[src/stf_pkg.sv]
// Shared types, character codes and case helpers for the steno translation formatter.
// No dependencies; every other file of the block imports this package.
`timescale 1ns / 1ps
`default_nettype none
package stf_pkg;

   // Results one item may cause: characters plus the status result.
   localparam int MAX_RESULTS = 36;
   // Leading command bytes held in flip-flops for command decoding.
   localparam int HEAD_BYTES = 10;
   // Depth of the result queue.
   localparam int RSP_DEPTH = 4;

   localparam logic [7:0] CH_SPACE  = 8'h20;
   localparam logic [7:0] CH_LBRACE = 8'h7B;
   localparam logic [7:0] CH_RBRACE = 8'h7D;
   localparam logic [7:0] CH_BSLASH = 8'h5C;
   localparam logic [7:0] CH_CARET  = 8'h5E;
   localparam logic [7:0] CH_AMP    = 8'h26;
   localparam logic [7:0] CH_HASH   = 8'h23;
   localparam logic [7:0] CH_STAR   = 8'h2A;

   typedef struct packed {
      logic [7:0] ch;
      logic       end_of_translation;
   } req_type;

   typedef struct packed {
      logic [7:0] out_char;
      logic       char_valid;
      logic       last;
      logic       translation_done;
      logic       backspace_count;
      logic       undo;
      logic       command_only;
   } rsp_type;

   typedef enum logic [2:0] {
      CLS_NONE,
      CLS_LBRACE,
      CLS_RBRACE,
      CLS_BSLASH,
      CLS_TEXT
   } cls_type;

   // One queued input item with its byte class.
   typedef struct packed {
      req_type req;
      cls_type cls;
   } item_type;

   typedef enum logic [1:0] {
      MODE_NORMAL = 2'd0,
      MODE_CAPS   = 2'd1,
      MODE_TITLE  = 2'd2,
      MODE_LOWER  = 2'd3
   } mode_type;

   typedef enum logic [3:0] {
      CMD_NOP,
      CMD_SUPPRESS,
      CMD_ATTACH_L,
      CMD_ATTACH_R,
      CMD_CAP,
      CMD_BKSP,
      CMD_UNDO,
      CMD_PUNCT,
      CMD_FINGER,
      CMD_GLUE,
      CMD_MODE,
      CMD_UPPER,
      CMD_LOWER
   } cmd_type;

   typedef enum logic [1:0] {
      RET_TAKE,
      RET_FIN,
      RET_UNCL
   } ret_type;

   function automatic logic [7:0] to_up(input logic [7:0] c);
      return (c >= "a" && c <= "z") ? c - 8'd32 : c;
   endfunction

   function automatic logic [7:0] to_lo(input logic [7:0] c);
      return (c >= "A" && c <= "Z") ? c + 8'd32 : c;
   endfunction

   function automatic logic [7:0] xform(input logic [7:0] c, input mode_type m,
                                        input logic first, input logic prev_sp,
                                        input logic cap, input logic upw,
                                        input logic lowr);
      logic [7:0] r;
      r = c;
      unique case (m)
         MODE_CAPS:   r = to_up(r);
         MODE_LOWER:  r = to_lo(r);
         MODE_TITLE:  if (first || prev_sp) r = to_up(r);
         MODE_NORMAL: r = c;
      endcase
      if (first && cap) r = to_up(r);
      if (upw) r = to_up(r);
      if (lowr) r = to_lo(r);
      return r;
   endfunction

endpackage
`default_nettype wire

[src/steno_translation_formatter_unit.sv]
// Top level of the steno translation formatter: input queue, formatting engine,
// result queue. Depends on stf_pkg, stf_front, stf_back and stf_rsp_queue.
//
//   Channel   Ports                      Transfer when
//   input     push, full, req_data       push high and full low
//   result    empty, pop, rsp_data       pop high and empty low
//
// A plain text byte passes the take, space, character, finish and flush states, a
// byte inside braces only take, finish and flush. A closing brace that replays text
// reads each byte from the command buffer memory, then emits it. The input queue
// holds two items, so input transfers go on while the engine works or the result
// side stalls. Reset is synchronous; the command buffer memory is not cleared.
`timescale 1ns / 1ps
`default_nettype none
module steno_translation_formatter_unit #(
   parameter int CMD_DEPTH    = 32,
   parameter int OUTPUT_LIMIT = 256
) (
   input  wire logic             clock,
   input  wire logic             reset,
   input  wire logic             push,
   output logic                  full,
   input  wire stf_pkg::req_type req_data,
   output logic                  empty,
   input  wire logic             pop,
   output stf_pkg::rsp_type      rsp_data
);
   import stf_pkg::*;

   logic     item_valid, item_take;
   item_type item;
   logic     q_push, q_ready;
   rsp_type  q_data;

   stf_front u_front (
      .clock      (clock),
      .reset      (reset),
      .push       (push),
      .full       (full),
      .req_data   (req_data),
      .item_valid (item_valid),
      .item       (item),
      .item_take  (item_take)
   );

   stf_back #(
      .CMD_DEPTH    (CMD_DEPTH),
      .OUTPUT_LIMIT (OUTPUT_LIMIT)
   ) u_back (
      .clock      (clock),
      .reset      (reset),
      .item_valid (item_valid),
      .item       (item),
      .item_take  (item_take),
      .push_o     (q_push),
      .push_data  (q_data),
      .out_ready  (q_ready)
   );

   stf_rsp_queue u_rsp (
      .clock    (clock),
      .reset    (reset),
      .wr_en    (q_push),
      .wr_data  (q_data),
      .wr_ready (q_ready),
      .empty    (empty),
      .pop      (pop),
      .rsp_data (rsp_data)
   );

endmodule
`default_nettype wire

[src/stf_front.sv]
// Input side: a two-entry item queue that classifies each byte on entry.
// Depends on stf_pkg.
`timescale 1ns / 1ps
`default_nettype none
module stf_front (
   input  wire logic             clock,
   input  wire logic             reset,
   input  wire logic             push,
   output logic                  full,
   input  wire stf_pkg::req_type req_data,
   output logic                  item_valid,
   output stf_pkg::item_type     item,
   input  wire logic             item_take
);
   import stf_pkg::*;

   item_type   entry_ff [2];
   logic       wr_ptr_ff, wr_ptr_in;
   logic       rd_ptr_ff, rd_ptr_in;
   logic [1:0] count_ff, count_in;
   cls_type    cls;
   logic       do_push, do_pop;

   always_comb begin
      priority if (req_data.ch == 8'h00)  cls = CLS_NONE;
      else if (req_data.ch == CH_LBRACE)  cls = CLS_LBRACE;
      else if (req_data.ch == CH_RBRACE)  cls = CLS_RBRACE;
      else if (req_data.ch == CH_BSLASH)  cls = CLS_BSLASH;
      else                                cls = CLS_TEXT;
   end

   assign full       = (count_ff == 2'd2);
   assign item_valid = (count_ff != 2'd0);
   assign item       = entry_ff[rd_ptr_ff];
   assign do_push    = push && !full;
   assign do_pop     = item_take && item_valid;

   always_comb begin
      wr_ptr_in = do_push ? !wr_ptr_ff : wr_ptr_ff;
      rd_ptr_in = do_pop ? !rd_ptr_ff : rd_ptr_ff;
      count_in  = count_ff + {1'b0, do_push} - {1'b0, do_pop};
   end

   always_ff @(posedge clock) begin
      if (reset) begin
         wr_ptr_ff <= 1'b0;
         rd_ptr_ff <= 1'b0;
         count_ff  <= 2'd0;
      end else begin
         wr_ptr_ff <= wr_ptr_in;
         rd_ptr_ff <= rd_ptr_in;
         count_ff  <= count_in;
      end
   end

   always_ff @(posedge clock) begin
      if (do_push) begin
         entry_ff[wr_ptr_ff] <= '{req: req_data, cls: cls};
      end
   end

endmodule
`default_nettype wire

[src/stf_rsp_queue.sv]
// Result queue between the formatting engine and the result port.
// Depends on stf_pkg.
`timescale 1ns / 1ps
`default_nettype none
module stf_rsp_queue (
   input  wire logic             clock,
   input  wire logic             reset,
   input  wire logic             wr_en,
   input  wire stf_pkg::rsp_type wr_data,
   output logic                  wr_ready,
   output logic                  empty,
   input  wire logic             pop,
   output stf_pkg::rsp_type      rsp_data
);
   import stf_pkg::*;

   localparam int PW = $clog2(RSP_DEPTH);

   rsp_type       slot_ff [RSP_DEPTH];
   logic [PW-1:0] wr_ptr_ff, wr_ptr_in;
   logic [PW-1:0] rd_ptr_ff, rd_ptr_in;
   logic [PW:0]   count_ff, count_in;
   logic          do_wr, do_rd;

   assign wr_ready = (count_ff != (PW+1)'(RSP_DEPTH));
   assign empty    = (count_ff == '0);
   assign rsp_data = slot_ff[rd_ptr_ff];
   assign do_wr    = wr_en && wr_ready;
   assign do_rd    = pop && !empty;

   always_comb begin
      wr_ptr_in = do_wr ? wr_ptr_ff + 1'b1 : wr_ptr_ff;
      rd_ptr_in = do_rd ? rd_ptr_ff + 1'b1 : rd_ptr_ff;
      count_in  = count_ff + (PW+1)'(do_wr) - (PW+1)'(do_rd);
   end

   always_ff @(posedge clock) begin
      if (reset) begin
         wr_ptr_ff <= '0;
         rd_ptr_ff <= '0;
         count_ff  <= '0;
      end else begin
         wr_ptr_ff <= wr_ptr_in;
         rd_ptr_ff <= rd_ptr_in;
         count_ff  <= count_in;
      end
   end

   always_ff @(posedge clock) begin
      if (do_wr) slot_ff[wr_ptr_ff] <= wr_data;
   end

endmodule
`default_nettype wire

[src/stf_back.sv]
// Formatting engine: spacing, case and command state, the command buffer memory,
// and the sequencer that emits characters and status results. Depends on stf_pkg.
`timescale 1ns / 1ps
`default_nettype none
module stf_back #(
   parameter int CMD_DEPTH    = 32,
   parameter int OUTPUT_LIMIT = 256
) (
   input  wire logic              clock,
   input  wire logic              reset,
   input  wire logic              item_valid,
   input  wire stf_pkg::item_type item,
   output logic                   item_take,
   output logic                   push_o,
   output stf_pkg::rsp_type       push_data,
   input  wire logic              out_ready
);
   import stf_pkg::*;

   localparam int AW = $clog2(CMD_DEPTH);
   localparam int LW = $clog2(CMD_DEPTH + 1);
   localparam int OW = $clog2(OUTPUT_LIMIT);
   localparam int IW = $clog2(MAX_RESULTS);

   typedef enum logic [15:0] {
      ST_IDLE     = 16'h0001,
      ST_TAKE     = 16'h0002,
      ST_LIT_SP   = 16'h0004,
      ST_LIT_CH   = 16'h0008,
      ST_ESC_SP   = 16'h0010,
      ST_ESC_CH   = 16'h0020,
      ST_CMD_SP   = 16'h0040,
      ST_RUN_RD   = 16'h0080,
      ST_RUN_CH   = 16'h0100,
      ST_PUNCT    = 16'h0200,
      ST_CMD_END  = 16'h0400,
      ST_FIN      = 16'h0800,
      ST_UNCL_RD  = 16'h1000,
      ST_UNCL_GET = 16'h2000,
      ST_STATUS   = 16'h4000,
      ST_FLUSH    = 16'h8000
   } state_type;

   state_type     state_ff, state_in;
   logic          sp_ff, sp_in, cap_ff, cap_in, upw_ff, upw_in, lowr_ff, lowr_in;
   logic          sup_ff, sup_in, glue_ff, glue_in;
   mode_type      mode_ff, mode_in;
   logic [LW-1:0] len_ff, len_in;
   logic          in_cmd_ff, in_cmd_in, bs_ff, bs_in, in_seg_ff, in_seg_in;
   logic [7:0]    prev_ff, prev_in;
   logic          glued_ff, glued_in, emitted_ff, emitted_in, cmd_seen_ff, cmd_seen_in;
   logic          bsf_ff, bsf_in, undof_ff, undof_in;
   logic [OW-1:0] oc_ff, oc_in;
   logic [IW-1:0] icnt_ff, icnt_in;
   logic          pend_valid_ff, pend_valid_in;

   item_type      cur_ff, cur_in;
   logic [7:0]    lit_char_ff, lit_char_in;
   logic          lit_first_ff, lit_first_in;
   ret_type       ret_ff, ret_in;
   cmd_type       kind_ff, kind_in;
   mode_type      msel_ff, msel_in;
   logic [LW-1:0] idx_ff, idx_in, run_end_ff, run_end_in;
   logic          run_first_ff, run_first_in;
   logic [7:0]    run_prev_ff, run_prev_in;
   rsp_type       pend_ff, pend_in;
   logic [7:0]    head_ff [HEAD_BYTES];
   logic [7:0]    last_byte_ff;

   logic [7:0]    cmd_mem [CMD_DEPTH];
   logic [7:0]    mem_q;
   logic          mem_we, rd_en;
   logic [AW-1:0] rd_addr;

   cmd_type       cmd_kind;
   mode_type      cmd_mode;
   logic          pfx_mode;
   logic          out_block, em_want, em_do, st_do, fl_do, can_put, glue_n;
   logic [7:0]    em_char;

   // Command decode from the held leading bytes, the length and the last byte.
   always_comb begin
      pfx_mode = (len_ff >= LW'(5)) &&
                 ({head_ff[0], head_ff[1], head_ff[2], head_ff[3], head_ff[4]} == "MODE:");
      cmd_mode = MODE_NORMAL;
      priority if (len_ff == LW'(1) && head_ff[0] == CH_CARET) cmd_kind = CMD_SUPPRESS;
      else if (len_ff > LW'(1) && head_ff[0] == CH_CARET) cmd_kind = CMD_ATTACH_L;
      else if (len_ff > LW'(1) && last_byte_ff == CH_CARET) cmd_kind = CMD_ATTACH_R;
      else if (len_ff == LW'(2) && (head_ff[0] == "-" || head_ff[0] == "~") &&
               head_ff[1] == "|") cmd_kind = CMD_CAP;
      else if ((len_ff == LW'(3) && {head_ff[0], head_ff[1], head_ff[2]} == "*-|") ||
               (len_ff == LW'(2) && {head_ff[0], head_ff[1]} == "*!")) cmd_kind = CMD_BKSP;
      else if (len_ff == LW'(2) && {head_ff[0], head_ff[1]} == "*?") cmd_kind = CMD_NOP;
      else if (len_ff == LW'(1) && head_ff[0] == CH_STAR) cmd_kind = CMD_UNDO;
      else if (len_ff == LW'(1) && (head_ff[0] == "." || head_ff[0] == "," ||
               head_ff[0] == "?" || head_ff[0] == "!" || head_ff[0] == ";" ||
               head_ff[0] == ":")) cmd_kind = CMD_PUNCT;
      else if (len_ff != '0 && head_ff[0] == CH_HASH) cmd_kind = CMD_NOP;
      else if (len_ff >= LW'(2) && head_ff[0] == CH_AMP) cmd_kind = CMD_FINGER;
      else if (len_ff == LW'(1) && head_ff[0] == CH_AMP) cmd_kind = CMD_GLUE;
      else if (pfx_mode && len_ff == LW'(9) &&
               {head_ff[5], head_ff[6], head_ff[7], head_ff[8]} == "CAPS") begin
         cmd_kind = CMD_MODE;
         cmd_mode = MODE_CAPS;
      end else if (pfx_mode && len_ff == LW'(10) &&
               {head_ff[5], head_ff[6], head_ff[7], head_ff[8], head_ff[9]} == "TITLE") begin
         cmd_kind = CMD_MODE;
         cmd_mode = MODE_TITLE;
      end else if (pfx_mode && len_ff == LW'(10) &&
               {head_ff[5], head_ff[6], head_ff[7], head_ff[8], head_ff[9]} == "LOWER") begin
         cmd_kind = CMD_MODE;
         cmd_mode = MODE_LOWER;
      end else if (pfx_mode && len_ff == LW'(10) &&
               {head_ff[5], head_ff[6], head_ff[7], head_ff[8], head_ff[9]} == "RESET") begin
         cmd_kind = CMD_MODE;
         cmd_mode = MODE_NORMAL;
      end else if (len_ff == LW'(1) && head_ff[0] == "<") cmd_kind = CMD_UPPER;
      else if (len_ff == LW'(1) && head_ff[0] == ">") cmd_kind = CMD_LOWER;
      else cmd_kind = CMD_NOP;
   end

   assign can_put = (oc_ff < OW'(OUTPUT_LIMIT - 1)) && (icnt_ff < IW'(MAX_RESULTS - 1));

   // Any state that may hand a result to the queue waits for room there.
   assign out_block = !out_ready &&
      (state_ff == ST_LIT_SP || state_ff == ST_LIT_CH || state_ff == ST_ESC_SP ||
       state_ff == ST_ESC_CH || state_ff == ST_CMD_SP || state_ff == ST_RUN_CH ||
       state_ff == ST_PUNCT  || state_ff == ST_STATUS || state_ff == ST_FLUSH);

   always_comb begin
      state_in      = state_ff;
      sp_in         = sp_ff;
      cap_in        = cap_ff;
      upw_in        = upw_ff;
      lowr_in       = lowr_ff;
      sup_in        = sup_ff;
      glue_in       = glue_ff;
      mode_in       = mode_ff;
      len_in        = len_ff;
      in_cmd_in     = in_cmd_ff;
      bs_in         = bs_ff;
      in_seg_in     = in_seg_ff;
      prev_in       = prev_ff;
      glued_in      = glued_ff;
      emitted_in    = emitted_ff;
      cmd_seen_in   = cmd_seen_ff;
      bsf_in        = bsf_ff;
      undof_in      = undof_ff;
      oc_in         = oc_ff;
      icnt_in       = icnt_ff;
      pend_valid_in = pend_valid_ff;
      cur_in        = cur_ff;
      lit_char_in   = lit_char_ff;
      lit_first_in  = lit_first_ff;
      ret_in        = ret_ff;
      kind_in       = kind_ff;
      msel_in       = msel_ff;
      idx_in        = idx_ff;
      run_end_in    = run_end_ff;
      run_first_in  = run_first_ff;
      run_prev_in   = run_prev_ff;
      pend_in       = pend_ff;
      item_take     = 1'b0;
      mem_we        = 1'b0;
      rd_en         = 1'b0;
      rd_addr       = idx_ff[AW-1:0];
      em_want       = 1'b0;
      em_char       = CH_SPACE;
      em_do         = 1'b0;
      st_do         = 1'b0;
      fl_do         = 1'b0;
      glue_n        = glue_ff;
      push_o        = 1'b0;
      push_data     = pend_ff;

      if (!out_block) begin
         unique case (state_ff)
            ST_IDLE: begin
               if (item_valid) begin
                  item_take = 1'b1;
                  cur_in    = item;
                  icnt_in   = '0;
                  state_in  = ST_TAKE;
               end
            end
            ST_TAKE: begin
               state_in = ST_FIN;
               if (cur_ff.cls == CLS_NONE) begin
                  state_in = ST_FIN;
               end else if (in_cmd_ff) begin
                  if (cur_ff.cls == CLS_RBRACE) begin
                     kind_in  = cmd_kind;
                     msel_in  = cmd_mode;
                     state_in = ST_CMD_SP;
                  end else if (len_ff < LW'(CMD_DEPTH)) begin
                     mem_we = 1'b1;
                     len_in = len_ff + 1'b1;
                  end
               end else if (bs_ff) begin
                  bs_in = 1'b0;
                  if (cur_ff.cls == CLS_LBRACE || cur_ff.cls == CLS_RBRACE) begin
                     if (in_seg_ff) begin
                        upw_in    = 1'b0;
                        lowr_in   = 1'b0;
                        in_seg_in = 1'b0;
                     end
                     state_in = ST_ESC_SP;
                  end else begin
                     // The held backslash becomes text, then the byte is taken afresh.
                     lit_char_in = CH_BSLASH;
                     ret_in      = RET_TAKE;
                     state_in    = ST_LIT_SP;
                  end
               end else if (cur_ff.cls == CLS_LBRACE) begin
                  if (in_seg_ff) begin
                     upw_in    = 1'b0;
                     lowr_in   = 1'b0;
                     in_seg_in = 1'b0;
                  end
                  in_cmd_in = 1'b1;
                  len_in    = '0;
               end else if (cur_ff.cls == CLS_BSLASH) begin
                  bs_in = 1'b1;
               end else begin
                  lit_char_in = cur_ff.req.ch;
                  ret_in      = RET_FIN;
                  state_in    = ST_LIT_SP;
               end
            end
            ST_LIT_SP: begin
               lit_first_in = !in_seg_ff;
               if (!in_seg_ff) begin
                  if (!glued_ff) begin
                     em_want = sp_ff && !sup_ff;
                     sup_in  = 1'b0;
                     glue_in = 1'b0;
                  end
                  sp_in      = 1'b1;
                  in_seg_in  = 1'b1;
                  emitted_in = 1'b1;
               end
               state_in = ST_LIT_CH;
            end
            ST_LIT_CH: begin
               em_want = 1'b1;
               em_char = xform(lit_char_ff, mode_ff, lit_first_ff,
                               !lit_first_ff && prev_ff == CH_SPACE, cap_ff, upw_ff, lowr_ff);
               if (lit_first_ff) cap_in = 1'b0;
               prev_in = lit_char_ff;
               unique case (ret_ff)
                  RET_TAKE: state_in = ST_TAKE;
                  RET_UNCL: state_in = ST_UNCL_RD;
                  default:  state_in = ST_FIN;
               endcase
            end
            ST_ESC_SP: begin
               em_want  = sp_ff && !sup_ff;
               sup_in   = 1'b0;
               state_in = ST_ESC_CH;
            end
            ST_ESC_CH: begin
               em_want    = 1'b1;
               em_char    = xform(cur_ff.req.ch, mode_ff, 1'b1, 1'b0, cap_ff, upw_ff, lowr_ff);
               cap_in     = 1'b0;
               upw_in     = 1'b0;
               lowr_in    = 1'b0;
               sp_in      = 1'b1;
               glue_in    = 1'b0;
               emitted_in = 1'b1;
               state_in   = ST_FIN;
            end
            ST_CMD_SP: begin
               run_first_in = 1'b1;
               unique case (kind_ff)
                  CMD_ATTACH_L: begin
                     sup_in     = 1'b0;
                     idx_in     = LW'(1);
                     run_end_in = len_ff;
                     state_in   = ST_RUN_RD;
                  end
                  CMD_ATTACH_R: begin
                     em_want    = sp_ff && !sup_ff;
                     sup_in     = 1'b0;
                     idx_in     = '0;
                     run_end_in = len_ff - 1'b1;
                     state_in   = ST_RUN_RD;
                  end
                  CMD_FINGER: begin
                     // An active glue suppresses the space between fingerspelled strokes.
                     em_want    = sp_ff && !sup_ff && !glue_ff;
                     sup_in     = 1'b0;
                     idx_in     = LW'(1);
                     run_end_in = len_ff;
                     state_in   = ST_RUN_RD;
                  end
                  CMD_PUNCT: begin
                     sup_in   = 1'b0;
                     state_in = ST_PUNCT;
                  end
                  default: state_in = ST_CMD_END;
               endcase
            end
            ST_RUN_RD: begin
               if (idx_ff < run_end_ff) begin
                  rd_en    = 1'b1;
                  state_in = ST_RUN_CH;
               end else begin
                  state_in = ST_CMD_END;
               end
            end
            ST_RUN_CH: begin
               em_want = 1'b1;
               em_char = xform(mem_q, mode_ff, run_first_ff,
                               !run_first_ff && run_prev_ff == CH_SPACE, cap_ff, upw_ff, lowr_ff);
               if (run_first_ff) cap_in = 1'b0;
               run_first_in = 1'b0;
               run_prev_in  = mem_q;
               idx_in       = idx_ff + 1'b1;
               state_in     = ST_RUN_RD;
            end
            ST_PUNCT: begin
               em_want  = 1'b1;
               em_char  = head_ff[0];
               state_in = ST_CMD_END;
            end
            ST_CMD_END: begin
               unique case (kind_ff)
                  CMD_SUPPRESS: sup_in = 1'b1;
                  CMD_ATTACH_L: begin
                     sp_in   = 1'b1;
                     glue_n  = 1'b0;
                     upw_in  = 1'b0;
                     lowr_in = 1'b0;
                  end
                  CMD_ATTACH_R: begin
                     sup_in  = 1'b1;
                     sp_in   = 1'b0;
                     glue_n  = 1'b0;
                     upw_in  = 1'b0;
                     lowr_in = 1'b0;
                  end
                  CMD_CAP:  cap_in = 1'b1;
                  CMD_BKSP: bsf_in = 1'b1;
                  CMD_UNDO: undof_in = 1'b1;
                  CMD_PUNCT: begin
                     sp_in  = 1'b1;
                     glue_n = 1'b0;
                     if (head_ff[0] == "." || head_ff[0] == "?" || head_ff[0] == "!") begin
                        cap_in = 1'b1;
                     end
                  end
                  CMD_FINGER: begin
                     sp_in   = 1'b1;
                     glue_n  = 1'b1;
                     upw_in  = 1'b0;
                     lowr_in = 1'b0;
                  end
                  CMD_GLUE: begin
                     glue_n = 1'b1;
                     sup_in = 1'b1;
                  end
                  CMD_MODE:  mode_in = msel_ff;
                  CMD_UPPER: upw_in = 1'b1;
                  CMD_LOWER: lowr_in = 1'b1;
                  default:   glue_n = glue_ff;
               endcase
               glue_in     = glue_n;
               glued_in    = glued_ff | glue_n;
               cmd_seen_in = 1'b1;
               in_cmd_in   = 1'b0;
               len_in      = '0;
               state_in    = ST_FIN;
            end
            ST_FIN: begin
               if (!cur_ff.req.end_of_translation) begin
                  state_in = ST_FLUSH;
               end else if (bs_ff) begin
                  bs_in       = 1'b0;
                  lit_char_in = CH_BSLASH;
                  ret_in      = RET_FIN;
                  state_in    = ST_LIT_SP;
               end else begin
                  if (in_seg_ff) begin
                     upw_in    = 1'b0;
                     lowr_in   = 1'b0;
                     in_seg_in = 1'b0;
                  end
                  if (in_cmd_ff) begin
                     // An unclosed brace is written out as text, brace first.
                     in_cmd_in   = 1'b0;
                     lit_char_in = CH_LBRACE;
                     ret_in      = RET_UNCL;
                     idx_in      = '0;
                     state_in    = ST_LIT_SP;
                  end else begin
                     state_in = ST_STATUS;
                  end
               end
            end
            ST_UNCL_RD: begin
               if (idx_ff < len_ff) begin
                  rd_en    = 1'b1;
                  state_in = ST_UNCL_GET;
               end else begin
                  state_in = ST_FIN;
               end
            end
            ST_UNCL_GET: begin
               lit_char_in = mem_q;
               idx_in      = idx_ff + 1'b1;
               ret_in      = RET_UNCL;
               state_in    = ST_LIT_SP;
            end
            ST_STATUS: begin
               st_do       = 1'b1;
               len_in      = '0;
               in_cmd_in   = 1'b0;
               bs_in       = 1'b0;
               in_seg_in   = 1'b0;
               prev_in     = 8'h00;
               glued_in    = 1'b0;
               emitted_in  = 1'b0;
               cmd_seen_in = 1'b0;
               bsf_in      = 1'b0;
               undof_in    = 1'b0;
               oc_in       = '0;
               state_in    = ST_FLUSH;
            end
            ST_FLUSH: begin
               fl_do         = pend_valid_ff;
               pend_valid_in = 1'b0;
               state_in      = ST_IDLE;
            end
            default: state_in = ST_IDLE;
         endcase

         // One result is held back so that the final one of an item can carry last.
         em_do = em_want && can_put;
         if (em_do) begin
            oc_in   = oc_ff + 1'b1;
            icnt_in = icnt_ff + 1'b1;
         end
         if (em_do || st_do) begin
            push_o         = pend_valid_ff;
            push_data      = pend_ff;
            push_data.last = 1'b0;
            pend_valid_in  = 1'b1;
            if (st_do) begin
               pend_in = '{out_char: 8'h00, char_valid: 1'b0, last: 1'b0,
                           translation_done: 1'b1, backspace_count: bsf_ff, undo: undof_ff,
                           command_only: !emitted_ff && (!cmd_seen_ff || oc_ff == '0)};
            end else begin
               pend_in = '{out_char: em_char, char_valid: 1'b1, last: 1'b0,
                           translation_done: 1'b0, backspace_count: 1'b0, undo: 1'b0,
                           command_only: 1'b0};
            end
         end
         if (fl_do) begin
            push_o         = 1'b1;
            push_data      = pend_ff;
            push_data.last = 1'b1;
         end
      end
   end

   always_ff @(posedge clock) begin
      if (reset) begin
         state_ff      <= ST_IDLE;
         sp_ff         <= 1'b0;
         cap_ff        <= 1'b0;
         upw_ff        <= 1'b0;
         lowr_ff       <= 1'b0;
         sup_ff        <= 1'b0;
         glue_ff       <= 1'b0;
         mode_ff       <= MODE_NORMAL;
         len_ff        <= '0;
         in_cmd_ff     <= 1'b0;
         bs_ff         <= 1'b0;
         in_seg_ff     <= 1'b0;
         prev_ff       <= 8'h00;
         glued_ff      <= 1'b0;
         emitted_ff    <= 1'b0;
         cmd_seen_ff   <= 1'b0;
         bsf_ff        <= 1'b0;
         undof_ff      <= 1'b0;
         oc_ff         <= '0;
         icnt_ff       <= '0;
         pend_valid_ff <= 1'b0;
      end else begin
         state_ff      <= state_in;
         sp_ff         <= sp_in;
         cap_ff        <= cap_in;
         upw_ff        <= upw_in;
         lowr_ff       <= lowr_in;
         sup_ff        <= sup_in;
         glue_ff       <= glue_in;
         mode_ff       <= mode_in;
         len_ff        <= len_in;
         in_cmd_ff     <= in_cmd_in;
         bs_ff         <= bs_in;
         in_seg_ff     <= in_seg_in;
         prev_ff       <= prev_in;
         glued_ff      <= glued_in;
         emitted_ff    <= emitted_in;
         cmd_seen_ff   <= cmd_seen_in;
         bsf_ff        <= bsf_in;
         undof_ff      <= undof_in;
         oc_ff         <= oc_in;
         icnt_ff       <= icnt_in;
         pend_valid_ff <= pend_valid_in;
      end
   end

   always_ff @(posedge clock) begin
      cur_ff       <= cur_in;
      lit_char_ff  <= lit_char_in;
      lit_first_ff <= lit_first_in;
      ret_ff       <= ret_in;
      kind_ff      <= kind_in;
      msel_ff      <= msel_in;
      idx_ff       <= idx_in;
      run_end_ff   <= run_end_in;
      run_first_ff <= run_first_in;
      run_prev_ff  <= run_prev_in;
      pend_ff      <= pend_in;
      if (mem_we) begin
         last_byte_ff <= cur_ff.req.ch;
         for (int i = 0; i < HEAD_BYTES; i++) begin
            if (len_ff == LW'(i)) head_ff[i] <= cur_ff.req.ch;
         end
      end
   end

   // Command buffer memory: one write port, one registered read port.
   always_ff @(posedge clock) begin
      if (mem_we) cmd_mem[len_ff[AW-1:0]] <= cur_ff.req.ch;
      if (rd_en) mem_q <= cmd_mem[rd_addr];
   end

   a_len_bound: assert property (@(posedge clock) disable iff (reset)
      len_ff <= LW'(CMD_DEPTH))
      else $error("command length beyond buffer depth");

   a_out_bound: assert property (@(posedge clock) disable iff (reset)
      oc_ff <= OW'(OUTPUT_LIMIT - 1))
      else $error("translation output count beyond limit");

   a_status_held: assert property (@(posedge clock) disable iff (reset)
      (state_ff == ST_STATUS && out_ready) |=>
      (state_ff == ST_FLUSH && pend_valid_ff && pend_ff.translation_done))
      else $error("status result not held for the final transfer");

   a_push_room: assert property (@(posedge clock) disable iff (reset)
      push_o |-> out_ready)
      else $error("result pushed into a full queue");

endmodule
`default_nettype wire
[config.mk]
export PLATFORM = sky130hd
export DESIGN_NAME = steno_translation_formatter_unit
export DESIGN_NICKNAME = d
export VERILOG_FILES = /design/src/stf_pkg.sv /design/src/steno_translation_formatter_unit.sv /design/src/stf_front.sv /design/src/stf_rsp_queue.sv /design/src/stf_back.sv
export SDC_FILE = /design/constraint.sdc
export NUM_CORES = 1
export LEC_CHECK = 0
export ABC_AREA = 1
export BUFFER_PORTS_ARGS = -buffer_cell sky130_fd_sc_hd__buf_4
export CORE_MARGIN = 1.5
export CORE_UTILIZATION = 40
export DETAILED_ROUTE_END_ITERATION = 6
export PLACE_DENSITY = 0.54
export SLEW_MARGIN = 0
export SYNTH_ARGS = -nofsm -noshare
export SYNTH_HDL_FRONTEND = slang
export SYNTH_SLANG_ARGS = --single-unit
[constraint.sdc]
create_clock -name clock -period 6.3 [get_ports clock]
set_clock_uncertainty 0.15 [all_clocks]
set_input_delay 0.63 -clock clock [delete_from_list [all_inputs] [get_ports clock]]
set_output_delay 0.63 -clock clock [all_outputs]
set_load 0.01 [all_outputs]
## Word-level counts from Yosys, hierarchy flattened

Memory sizes are Yosys's and may differ from the RTL's. A register that Yosys moved wholly into a read port is not among the register bits.
Index checks and enable logic that the tools add are counted.

- Memories kept: 4
- Register bits: 132
- Input port bits: 13
- Output and inout port bits: 16
- Bits in writable memories: 416

- $add $sub $neg: 26
- Muxes and demuxes: 287
- Bitwise gates (word level): 3
- Reduce and logical (&&, ||, !) cells: 167
- Equal/unequal tests: 106
- Magnitude comparators: 38

Memories:

| name | words | width | read ports | clocked after Yosys merged registers in | wr ports | line | source |
|---|---|---|---|---|---|---|---|
| u_back.cmd_mem | 32 | 8 | 1 | 1 | 1 | stf_back.sv:70 | `logic [7:0] cmd_mem [CMD_DEPTH];` |
| u_back.head_ff | 10 | 8 | 10 | 0 | 1 | stf_back.sv:67 | `logic [7:0] head_ff [HEAD_BYTES];` |
| u_rsp.slot_ff | 4 | 14 | 1 | 1 | 1 | stf_rsp_queue.sv:19 | `rsp_type slot_ff [RSP_DEPTH];` |
| u_front.entry_ff | 2 | 12 | 1 | 1 | 1 | stf_front.sv:17 | `item_type entry_ff [2];` |

Operators with widths:

| kind | count |
|---|---|
| 2-to-1 mux 8 bit | 64 |
| case mux 16 bit (14 select lines) | 1 |
| equality test 40 x 39 -> 1 bit (second input constant) | 4 |
| greater-or-equal comparator 8 x 7 -> 1 bit (second input constant) | 15 |
| <= comparator 8 x 7 -> 1 bit (second input constant) | 15 |
| 2-to-1 mux 1 bit | 115 |
| equality test 8 x 6 -> 1 bit (second input constant) | 14 |
| 2-to-1 mux 16 bit | 7 |
| case mux 8 bit (4 select lines) | 3 |
| 2-to-1 mux 6 bit | 13 |
| OR reduction 8 bit | 9 |
| subtractor 8 x 6 -> 8 bit (second input constant) | 9 |
| 2-to-1 mux 4 bit | 17 |
| equality test 8 x 7 -> 1 bit (second input constant) | 7 |
| logical AND 1 bit | 51 |
| adder 8 x 6 -> 8 bit (second input constant) | 6 |
| equality test 16 x 14 -> 1 bit (second input constant) | 3 |
| case mux 8 bit (3 select lines) | 2 |
| case mux 6 bit (2 select lines) | 3 |
| equality test 32 x 31 -> 1 bit (second input constant) | 1 |
| 2-to-1 mux 2 bit | 15 |
| 2-to-1 mux 3 bit | 10 |
| != test 3 bit (second input constant) | 9 |
| AND reduction 9 bit | 3 |
| 84 further kinds | 231 |

## Logic depth before layout (Yosys ltp)

Gate-level depths: netlist of the first run.

- Depth after elaboration: 28
- Depth in mapped cells: 32
- Depth with buffers taken out: 32

## By module

Synthesis of the first run repeated with hierarchy kept, for this count alone.

- Cells, all modules: 2472
- Area total of the unflattened synthesis: 26294.0 µm²

Modules (own cells, without submodules):

| module | area an instance (µm²) | times used | cells an instance | sequential area each (µm²) |
|---|---|---|---|---|
| stf_back | 22416.5 | 1 | 2160 | 13683.1 |
| stf_rsp_queue | 2572.5 | 1 | 202 | 1861.8 |
| stf_front | 1305.0 | 1 | 110 | 820.8 |

## Least setup slack after synthesis of the first run

No wires, ideal clock.

- Path kind: register to register
- Start point: reg u_back.cur_ff[10] (netlist bit)
- End point: reg u_back.pend_ff[12] (netlist bit) (data pin)
- Arrival: 4.099 ns
- Setup slack: 1.788 ns
- Clock period less this slack: 4.512 ns
- Cell stages (with the launch flop): 24
- Required time: 5.886 ns
- Cell sequence: edfxtp_1 -> buf_2 -> inv_1 -> ha_1 -> nand3_1 -> nand2_1 -> nand2_1 -> nand2_2 -> inv_1 -> ha_1 -> inv_1 -> nand2_1 -> nand3_1 -> nand3b_4 -> o21ai_4 -> inv_1 -> ha_1 -> o311ai_0 -> nor2_4 -> a31oi_4 -> ha_1 -> nor2_1 -> o21a_1 -> nand3_1

- Cells in the longest elaborated chain, start to end: 23
- Elaborated cells between the ends (all ways): 36
- Classes of those cells: add/sub (5); order compare (10); mux (16); reduce/logical (5)

RTL lines:

| item | line | source |
|---|---|---|
| start, declared | stf_back.sv:57 | `item_type cur_ff, cur_in;` |
| start signal, assigned | stf_back.sv:515 | `cur_ff <= cur_in;` |
| greater-or-equal comparator 8 x 7 -> 1 bit, or another cell as far along | stf_pkg.sv:82 | `return (c >= "a" && c <= "z") ? c - 8'd32 : c;` |
| logical AND 1 bit, on equally long branches | stf_pkg.sv:82, stf_pkg.sv:86 |  |
| 2-to-1 mux 8 bit, on equally long branches | stf_pkg.sv:82, stf_pkg.sv:86 |  |
| case mux 8 bit (3 select lines) (*) | stf_pkg.sv:95 | `unique case (m)` |
| 2-to-1 mux 8 bit (*) | stf_back.sv:177 | `unique case (state_ff)` |
| 2-to-1 mux 8 bit (*) | stf_back.sv:176 | `if (!out_block) begin` |
| greater-or-equal comparator 8 x 7 -> 1 bit / <= comparator 8 x 7 -> 1 bit (equally long branches) | stf_pkg.sv:82 |  |
| logical AND 1 bit | stf_pkg.sv:82 |  |
| [7 not listed] | - |  |
| 2-to-1 mux 8 bit (*) | stf_pkg.sv:102 | `if (upw) r = to_up(r);` |
| 2-to-1 mux 8 bit (*) | stf_back.sv:177 |  |
| 2-to-1 mux 8 bit (*) | stf_back.sv:176 |  |
| greater-or-equal comparator 8 x 7 -> 1 bit / <= comparator 8 x 7 -> 1 bit (equally long branches) | stf_pkg.sv:86 | `return (c >= "A" && c <= "Z") ? c + 8'd32 : c;` |
| logical AND 1 bit | stf_pkg.sv:86 |  |
| 2-to-1 mux 8 bit | stf_pkg.sv:86 |  |
| 2-to-1 mux 8 bit (*) | stf_pkg.sv:103 | `if (lowr) r = to_lo(r);` |
| case mux 8 bit (4 select lines) (*) | stf_back.sv:177 |  |
| end signal, assigned | stf_back.sv:525 | `pend_ff <= pend_in;` |
| end, declared | stf_back.sv:66 | `rsp_type pend_ff, pend_in;` |

Mark *: on every way between the ends. The rest lies on a longest branch, timed or not. The select of a mux whose other input is x is not followed.
A chain may end at the register's enable or synchronous reset.

## Worst setup path after layout of the first run

- Start point: reg u_back.cur_ff[7] (netlist bit)
- End point: reg u_back.pend_ff[12] (netlist bit) (data pin)

Same word-level chain as after synthesis.

==> results of run 1 <==
## state kept, by name, indices dropped and copies added (netlist names), 12 cells and up, named ones only
signal / count
u_back.state_ff: 16
u_front.entry_ff: 24
u_back.pend_ff: 13
u_back.cur_ff: 12
u_rsp.slot_ff: 56
u_back.head_ff: 80
u_back.cmd_mem: 256
## per-stage QoR
step | cells | utilization, % | instance area [µm²] | hold slack [ns]
floorplan | 2562 | - | 26200 | 0.274
global placement | 3387 | 42.4 | 27400 | 0.286
detailed placement | 3387 | 42.4 | 27400 | 0.296
CTS | 3496 | 45.3 | 29300 | 0.0124
global route | 3496 | 45.3 | 29300 | 0.0184
finish | 3496 | 45.3 | 29300 | 0.0499
## kinds of logic after synthesis
family,after synthesis
DFF,569
buffers and inverters,369
AOI/OAI and AO/OA,511
and+or+nand+nor,1046
xor gates and xnor gates,11
adders and majority gates,56
## metal layers
| metal | GRT usage (%) | vias up | part of all wire [%] |
|---|---|---|---|
| li1 | - | 9021 | - |
| met1 | 28.9 | 9147 | 46 |
| met5 | 0 | - | 0 |
| met2 | 32.9 | 528 | 47 |
| met4 | 5.28 | 0 | 2.1 |
| met3 | 2.84 | 96 | 5.5 |
## worst paths after layout
path,startpoint,to,slack (ns),cells past startpoint
max,u_back.cur_ff[7]$_DFFE_PP_,u_back.pend_ff[12]$_SDFFCE_PP0P_,1.46,25
min,req_data[0],u_front.entry_ff[1][3]$_DFFE_PP_,0.05,1
min reg2reg,u_back.sup_ff$_SDFFE_PP0P_,u_back.sup_ff$_SDFFE_PP0P_,0.30,2
max reg2reg,u_back.cur_ff[7]$_DFFE_PP_,u_back.pend_ff[12]$_SDFFCE_PP0P_,1.46,25
## worst register-to-register path: cells and delay by family, from the launching register on
family	cells	cell delay, ns
and+or+nand+nor	15	1.55
AOI/OAI and AO/OA	4	1.14
DFF	1	0.92
adders and majority gates	3	0.59
buffers and inverters	3	0.23
## cells in the final DEF, fill, tap and decap left out, types with 52 or more instances in the layout
master     count
o21ai_0      239
inv_1        248
nand2_1      339
a21oi_1       83
edfxtp_1     495
o22ai_1      100
dfxtp_1       74
clkbuf_16     61
ha_1          55
buf_4         52
nor3_1        55
nor2_1       416
nand3_1       98
## power by group through the flow
stage / clock (W) / combinational [W] / sequential, W
after floorplan: 0 / 0.00102 / 0.00487
after CTS: 0.00349 / 0.00184 / 0.00473
after detailed placement: 0 / 0.00185 / 0.00481
after global placement: 0 / 0.00181 / 0.00480
final: 0.00342 / 0.00183 / 0.00473
after global routing: 0.00363 / 0.00204 / 0.00475
## Yosys cell counts, drive strengths merged, types with 4 or more instances
master,count,area [µm²]
ha,55,688
nor3b,6,50.1
dfxtp,74,1480
inv,281,1060
o21ai,251,1280
a21oi,88,474
o22ai,100,626
a311oi,4,35.0
or2,4,25.0
nor4,23,150
a21o,5,37.5
clkinv,6,22.5
nand3,106,571
o221ai,5,43.8
nor3,60,325
nand3b,6,57.6
a211oi,10,75.1
a221oi,6,65.1
edfxtp,495,14900
nand4,33,213
o2111ai,5,43.8
a31oi,8,86.3
clkbuf,73,278
buf,9,56.3
nand2,368,1480
a211o,5,43.8
xor2,9,78.8
nor2,436,1760
## cell type report
type / instances / area (µm²) / share of cell area, %
well taps: 855 / 1070 / 3.66
flip-flops and latches: 569 / 16300 / 55.9
inverters: 287 / 1090 / 3.71
repair buffers: 52 / 390 / 1.33
clock buffers: 80 / 1640 / 5.60
multi-input cells: 1624 / 8470 / 28.9
clock inverters: 29 / 258 / 0.881
==> flow_metrics.tcl, run 1 <==
set metrics [dict create \
    setup_viol 0 \
    initial_core_util_pct 40.6 \
    grt_usage_pct 20.4 \
    clkTransAtPathRegs_ns 0.06 \
    clockPowerShare_pct 34.3 \
    cts.sinks 569 \
    cts.htree.levels 2 \
    hpwl_um 45400 \
    sequentialPowerShare_pct 47.4 \
    num_vias 18792 \
    dominantRegCellSynth "edfxtp_1" \
    dr.pass1.iters 6 \
    min_period_ns 4.84 \
    slew_headroom_pct 26.1 \
    drtAntennaViolNets 0 \
    setup_slack_ns 1.46 \
    crit_path_max_incr_delay_ns 0.92 \
    synth_compound_area_share_pct 11.4 \
    critical_path_arrival_ns 5.03 \
    synth_area_mm2 0.0262 \
    die_h_um 259 \
    antenna_cells 0 \
    synth_top_family_by_area "simple AND/OR/NAND/NOR gates" \
    nNetsFinal 2662 \
    hp-class "input port to register" \
    gr-total-overflow 0 \
    cp_slowest_cell "edfxtp_1" \
    yosysWarnings 0 \
    dp_worst_setup_slack_ns 1.45 \
    powerDensity_mw_per_mm2 341 \
    io_buffers 28 \
    final_max_slew_viol_count 0 \
    synth_cell_types 70 \
    fill_cells 6105 \
    muxShareOfSynthArea_pct 0 \
    netSwitchingFraction_pct 29.6 \
    first_global_vias 18344 \
    clockBufferDepth 3 \
    syn_nets 2631 \
    fmax_ghz 0.207 \
    area_growth_pct 11.5 \
    root_buffer "clkbuf_16" \
    antenna_found_initial 0 \
    synth_edf_count 495 \
    cp_num_buf_inv 3 \
    synth-simple-area-share_pct 17.8 \
    worst_setup_path_end_kind "register" \
    postCtsHoldBufs 0 \
    min_period_over_period_pct 76.8 \
    synth_xor_area_share_pct 0.367 \
    rsz0062_at_grt "false" \
    critPathMaxFanout 21 \
    grt_pass1_wl_um 107000 \
    grt_max_degree 76 \
    core_mm2 0.0646 \
    tns_ns 0 \
    synth-adder-area-share_pct 2.70 \
    dieArea_mm2 0.0671 \
    worst_pin_slew_ns 1.10 \
    critPathKind "register to register" \
    wire_per_inst_um 19.5 \
    power_w 0.00997 \
    comb_power_share_pct 18.3 \
    gp_congestion 0.937 \
    dr.first_iter.drc_count 1826 \
    p_int_w 0.00702 \
    critPathTopFamily "simple AND/OR/NAND/NOR gates" \
    p_sw_w 0.00295 \
    ioPinCount 29 \
    crit_path_start_kind "register" \
    postSynthAreaPerCell_um2 10.2 \
    synth-seq-area-share_pct 62.3 \
    ir_drop_mv 0.238 \
    outcome "finished clean" \
    num_rows 93 \
    hold_violations 0 \
    cp.required_ns 6.49 \
    clk_latency_ns 0.62 \
    cts-buffers-inserted 59 \
    drc 0 \
    synthCells 2562 \
    synth-seq-cells 569 \
    cap_violations 0 \
    drive_gt1_share_pct 9.54 \
    wirelength_um 68100 \
    viasPerCell 5.38 \
    cts_resized 0 \
    cts_tree "done" \
    post_cts_buffers 0 \
    die_x_um 259 \
    p_leak_nw 10.6 \
    synthArstFlopShare_pct 0 \
]
No activity file was read; power rests on OpenSTA's default activity.
==> run 2, diff against run 1 <==
==> constraint.sdc (replaced) <==
create_clock -name clock -period 4.8 [get_ports clock]
set_clock_uncertainty 0.15 [all_clocks]
set_input_delay 0.48 -clock clock [delete_from_list [all_inputs] [get_ports clock]]
set_output_delay 0.48 -clock clock [all_outputs]
set_load 0.01 [all_outputs]
==> run 2 against run 1 <==
Net effect: largest cell class unchanged; non-clock buffer count increased by 72; largest power group unchanged; register-to-register slack worse by 1.1 ns; via count is 1.2% higher; hold slack gained 0.059 ns; sequential power is 30% higher.
==> flow_metrics.tcl, run 2 (synthesized netlist as in run 1, its figures left out) <==
set metrics [dict create \
    outcome "finished clean" \
    crit_path_start_kind "register" \
    num_vias 19009 \
    hpwl_um 47000 \
    num_rows 93 \
    wl_met2_um 32400 \
    route.met3.wl_um 3440 \
    gp_congestion 0.901 \
    antenna_cells 0 \
    gr-total-overflow 0 \
    fill_cells 5991 \
    initial_core_util_pct 40.6 \
    slew_headroom_pct 14.7 \
    setup_viol 0 \
    wire_per_inst_um 19.5 \
    mostFrequentLayoutCells "edfxtp_1, nor2_1, nand2_1" \
    grt_pass1_wl_um 108000 \
    critPathKind "register to register" \
    largest_reg_flops 256 \
    numPlacedInstances 3450 \
    ir_drop_mv 0.282 \
    final_common_cell "edfxtp_1" \
    hp-class "input port to register" \
    critical_path_arrival_ns 4.64 \
    die_x_um 259 \
    clockBufferDepth 3 \
    powerDensity_mw_per_mm2 442 \
    grt_max_degree 68 \
    drt-met1-wl_um 32300 \
    worst_setup_path_end_kind "register" \
    final_max_slew_viol_count 0 \
    p_leak_nw 11.0 \
    dieArea_mm2 0.0671 \
    dr.pass1.iters 6 \
    wirelength_um 69700 \
    drc 0 \
    hold_violations 0 \
    fmax_ghz 0.225 \
    clk_latency_ns 0.64 \
    nNetsFinal 2734 \
    finalNonFillerCells 3570 \
    cap_violations 0 \
    tns_ns 0 \
    antenna_found_initial 0 \
    ioPinCount 29 \
    area_growth_pct 13.8 \
    cts.htree.levels 2 \
    cts_tree "done" \
    min_period_ns 4.44 \
    clkTransAtPathRegs_ns 0.06 \
    dr.first_iter.drc_count 1611 \
    critPathMaxFanout 15 \
    grt_usage_pct 20.7 \
    topRoutingLayerUsed "met4" \
    cts.sinks 569 \
    cp.required_ns 5.00 \
    io_buffers 28 \
    rsz0062_at_grt "false" \
    die_h_um 259 \
    root_buffer "clkbuf_16" \
    cts_resized 0 \
    min_period_over_period_pct 92.5 \
    drive_gt1_share_pct 11.6 \
    core_mm2 0.0646 \
    first_global_vias 18655 \
    drtAntennaViolNets 0 \
    viasPerCell 5.32 \
    worst_pin_slew_ns 1.28 \
    cts-buffers-inserted 59 \
]
## run 2: worst max-delay path: stages (launching register included)
cell	delay (ns)
edfxtp_1	0.46
buf_4	0.23
a21oi_1	0.18
inv_1	0.06
nand2_1	0.07
inv_1	0.06
nand3_1	0.08
nand2_1	0.05
nand2_1	0.13
nand2_2	0.11
inv_1	0.07
ha_1	0.13
inv_1	0.03
nand2_1	0.05
nand3_1	0.09
nand3b_4	0.18
o21ai_4	0.19
inv_1	0.11
ha_1	0.19
o311ai_0	0.56
nor2_4	0.11
a31oi_4	0.24
ha_1	0.26
nor2_1	0.11
o21a_1	0.13
nand3_1	0.09
## run 2: through the flow
| stage | hold slack [ns] | total power, W | area, µm² | setup WS, ns | utilization, % |
|---|---|---|---|---|---|
| after CTS | 0.0857 | 0.0133 | 29900 | 0.412 | 46.2 |
| after floorplan | 0.274 | 0.00773 | 26200 | 0.288 | - |
| after global routing | 0.159 | 0.0138 | 29900 | 0.0174 | 46.2 |
| after global placement | 0.290 | 0.00872 | 27800 | 0.490 | 43.1 |
| after detailed placement | 0.301 | 0.00876 | 27800 | 0.462 | 43.1 |
| final | 0.109 | 0.0132 | 29900 | 0.358 | 46.2 |
## run 2: area by class of cell
class	count	area (µm²)	area share, %
clock inverter	35	363	1.22
inverter	287	1090	3.64
clock buffer	76	1570	5.26
timing repair buffer	124	953	3.19
multi-input combinational	1624	8470	28.4
tap	855	1070	3.58
sequential	569	16300	54.8
## run 2: per-layer routing
layer / vias to the layer above / global-route usage, %
li1: 9167 / -
met1: 9262 / 29.1
met2: 477 / 33.9
met3: 103 / 2.72
met4: 0 / 5.33
met5: - / 0
## run 2: path summary, 6_finish.rpt
| check | start | to | slack, ns | cells past startpoint |
|---|---|---|---|---|
| max reg2reg | u_back.cur_ff[10]$_DFFE_PP_ | u_back.pend_ff[12]$_SDFFCE_PP0P_ | 0.36 | 25 |
| min reg2reg | u_back.sup_ff$_SDFFE_PP0P_ | u_back.sup_ff$_SDFFE_PP0P_ | 0.30 | 2 |
| min | pop | u_rsp.rd_ptr_ff[0]$_SDFFE_PP0P_ | 0.11 | 4 |
| max | u_back.cur_ff[10]$_DFFE_PP_ | u_back.pend_ff[12]$_SDFFCE_PP0P_ | 0.36 | 25 |
## run 2: where the power goes
group	leakage [nW]	switching [W]	total, W	internal, W
Clock	0.928	0.00192	0.00456	0.00264
Sequential	5.08	0.000157	0.00615	0.00599
Combinational	4.99	0.00184	0.00250	0.000656
Total	11.0	0.00392	0.0132	0.00928
## run 2: what timing repair did
item,in CTS,in global routing
setup buffers,0,0
hold endpoints to repair,18,0
setup endpoints to repair,0,0
hold buffers,9,0
==> run 3, diff against run 2 <==
--- a/config.mk
+++ b/config.mk
@@ -6,11 +6,12 @@
 export NUM_CORES = 1
 export LEC_CHECK = 0
 export ABC_AREA = 1
-export BUFFER_PORTS_ARGS = -buffer_cell sky130_fd_sc_hd__buf_4
 export CORE_MARGIN = 1.5
-export CORE_UTILIZATION = 40
+export CORE_UTILIZATION = 45
+export CTS_CLUSTER_SIZE = 16
 export DETAILED_ROUTE_END_ITERATION = 6
-export PLACE_DENSITY = 0.54
+export DONT_BUFFER_PORTS = 1
+export PLACE_DENSITY = 0.59
 export SLEW_MARGIN = 0
 export SYNTH_ARGS = -nofsm -noshare
 export SYNTH_HDL_FRONTEND = slang
==> run 3 against run 2 <==
Net effect: setup slack got worse by 0.012 ns; core utilization increased by 4.8 points; clock power decreased by 4%; register-to-register slack about the same; fmax decreased by 0.27%; first-iteration DRC count increased by 11%; critical endpoint unchanged; hold slack got worse by 0.078 ns; clock-buffer cell count increased by 2; sequential power about the same; non-clock buffer count decreased by 30; routed wire length decreased by 2.0%.
==> flow_metrics.tcl, run 3 (synthesized netlist as in run 1, its figures left out) <==
set metrics [dict create \
    outcome "finished clean" \
    min_from "req_data[1]" \
    wirelength_um 68300 \
    use_met1_pct 31.9 \
    holdPathStages 2 \
    reg2reg_depth 26 \
    tns_ns 0 \
    clkTransAtPathRegs_ns 0.06 \
    cts-buffers-inserted 59 \
    die_x_um 244 \
    grt_max_degree 78 \
    worst_setup_path_end_kind "register" \
    hold_end "u_front.entry_ff[0][2]$_DFFE_PP_" \
    use_met3_pct 3.70 \
    hpwl_um 45600 \
    slew_headroom_pct 17.2 \
    area_growth_pct 12.3 \
    critical_path_arrival_ns 4.66 \
    cts.sinks 569 \
    critPathKind "register to register" \
    grt.busiest_layer "met2" \
    setup_viol 0 \
    wire_per_inst_um 19.8 \
    cap_violations 0 \
    cts.htree.levels 2 \
    grt_pass1_wl_um 107000 \
    multi_input_area_mm2 0.00847 \
    crit_path_start_kind "register" \
    ir_drop_mv 0.295 \
    final_common_cell "edfxtp_1" \
    fill_cells 5160 \
    first_global_vias 18521 \
    num_rows 88 \
    gp_congestion 0.938 \
    grtUsageMet2_pct 37.2 \
    drtAntennaViolNets 0 \
    die_h_um 244 \
    drive_gt1_share_pct 10.5 \
    cp.required_ns 5.01 \
    hold_violations 0 \
    nNetsFinal 2704 \
    initial_core_util_pct 45.5 \
    dr.pass1.iters 5 \
    p_leak_nw 10.8 \
    r2r_setup_slack_ns 0.35 \
    antenna_found_initial 0 \
    min_period_ns 4.45 \
    viasPerCell 5.53 \
    cts_tree "done" \
    dr.first_iter.drc_count 1792 \
    antenna_cells 0 \
    rsz0062_at_grt "false" \
    r2r-start "u_back.cur_ff[9]$_DFFE_PP_" \
    fmax_ghz 0.225 \
    ioPinCount 29 \
    worst_r2r_endpoint "u_back.pend_ff[12]$_SDFFCE_PP0P_" \
    gr-total-overflow 0 \
    core_mm2 0.0577 \
    min_period_over_period_pct 92.8 \
    dieArea_mm2 0.0597 \
    fin_worst_hold_slack_ns 0.0304 \
    worst_pin_slew_ns 1.24 \
    hp-class "input port to register" \
    num_vias 19078 \
    powerDensity_mw_per_mm2 439 \
    clk_latency_ns 0.64 \
    largest_reg_flops 256 \
    drc 0 \
    clockBufferDepth 3 \
    final_max_slew_viol_count 0 \
    seqCellArea_mm2 0.0163 \
    root_buffer "clkbuf_16" \
    critPathMaxFanout 8 \
    mostFrequentLayoutCells "edfxtp_1, nor2_1, nand2_1" \
    grt_usage_pct 22.9 \
    io_buffers 0 \
]
run 3: changes by cell type in the layout (fill, tap and decap cells not counted), sizes merged:
| cell | before | now |
|---|---|---|
| bufinv | 6 | 2 |
| inv | 281 | 283 |
| clkinv | 31 | 25 |
| clkbuf | 76 | 78 |
| buf | 115 | 82 |
| dlygate4sd3 | 9 | 12 |
| clkinvlp | 4 | 9 |
run 3: repair_timing:
| action | in CTS | in global routing |
|---|---|---|
| hold buffers | 13 | 0 |
| endpoints found under the hold margin | 67 | 0 |
| buffers inserted | 0 | 3 |
| gates resized for setup | 0 | 1 |
| endpoints found under the setup margin | 0 | 2 |
run 3: layout make-up:
| class | count | area share, % |
|---|---|---|
| Sequential cell | 569 | 55.5 |
| Clock buffer | 78 | 5.36 |
| Clock inverter | 32 | 0.909 |
| Inverter | 287 | 3.69 |
| Timing Repair Buffer | 94 | 2.54 |
| Multi-Input combinational cell | 1624 | 28.7 |
| Tap cell | 765 | 3.25 |
run 3: power by group:
part | total [W] | internal (W) | switching [W]
clock network | 0.00436 | 0.00243 | 0.00193
logic | 0.00241 | 0.000585 | 0.00183
registers | 0.00615 | 0.00599 | 0.000160
run 3: worst max path at each step:
stage | to | cells past startpoint | startpoint | slack (ns)
5_1_grt | u_back.pend_ff[12]$_SDFFCE_PP0P_ | 27 | u_back.mem_q[5]$_DFFE_PP_ | 0.03
4_1_cts | u_back.pend_ff[12]$_SDFFCE_PP0P_ | 26 | u_back.cur_ff[9]$_DFFE_PP_ | 0.38
2_1_floorplan | u_back.pend_ff[12]$_SDFFCE_PP0P_ | 23 | u_back.cur_ff[10]$_DFFE_PP_ | 0.29
3_5_place_dp | u_back.pend_ff[12]$_SDFFCE_PP0P_ | 27 | u_back.mem_q[6]$_DFFE_PP_ | 0.42
3_3_place_gp | u_back.pend_ff[12]$_SDFFCE_PP0P_ | 26 | u_back.cur_ff[9]$_DFFE_PP_ | 0.47
6_report | u_back.pend_ff[12]$_SDFFCE_PP0P_ | 26 | u_back.cur_ff[9]$_DFFE_PP_ | 0.35
run 3: metal layers:
layer / vias to the layer above / share of wire, %
met2: 590 / 47
met3: 91 / 6.1
li1: 9112 / -
met4: 0 / 2.2
met1: 9285 / 45
met5: - / 0
run 3: stage by stage:
stage	std cells	cell area [µm²]	setup WS [ns]	utilization (%)	power [W]
after floorplan	2562	26200	0.288	-	0.00773
after global placement	3323	27400	0.474	47.6	0.00860
after detailed placement	3323	27400	0.419	47.6	0.00865
after CTS	3446	29400	0.379	51.0	0.0130
after global routing	3449	29400	0.0323	51.0	0.0134
final	3449	29400	0.346	51.0	0.0129
run 3: worst max-delay path: stages (launching register included):
cell      delay [ns]
edfxtp_1        0.52
ha_1            0.27
nor3b_1         0.14
nand2_1         0.08
nand2_2         0.06
nand3_1         0.07
nand2_1         0.05
nand2_1         0.13
nand2_2         0.11
inv_1           0.07
ha_1            0.13
inv_1           0.04
nand2_1         0.05
nand3_1         0.09
nand3b_4        0.19
o21ai_4         0.18
inv_1           0.11
ha_1            0.19
o311ai_0        0.58
nor2_4          0.11
nand3_1         0.14
nand2_1         0.08
inv_1           0.06
ha_1            0.22
nor2_1          0.11
o21a_1          0.15
nand3_1         0.08
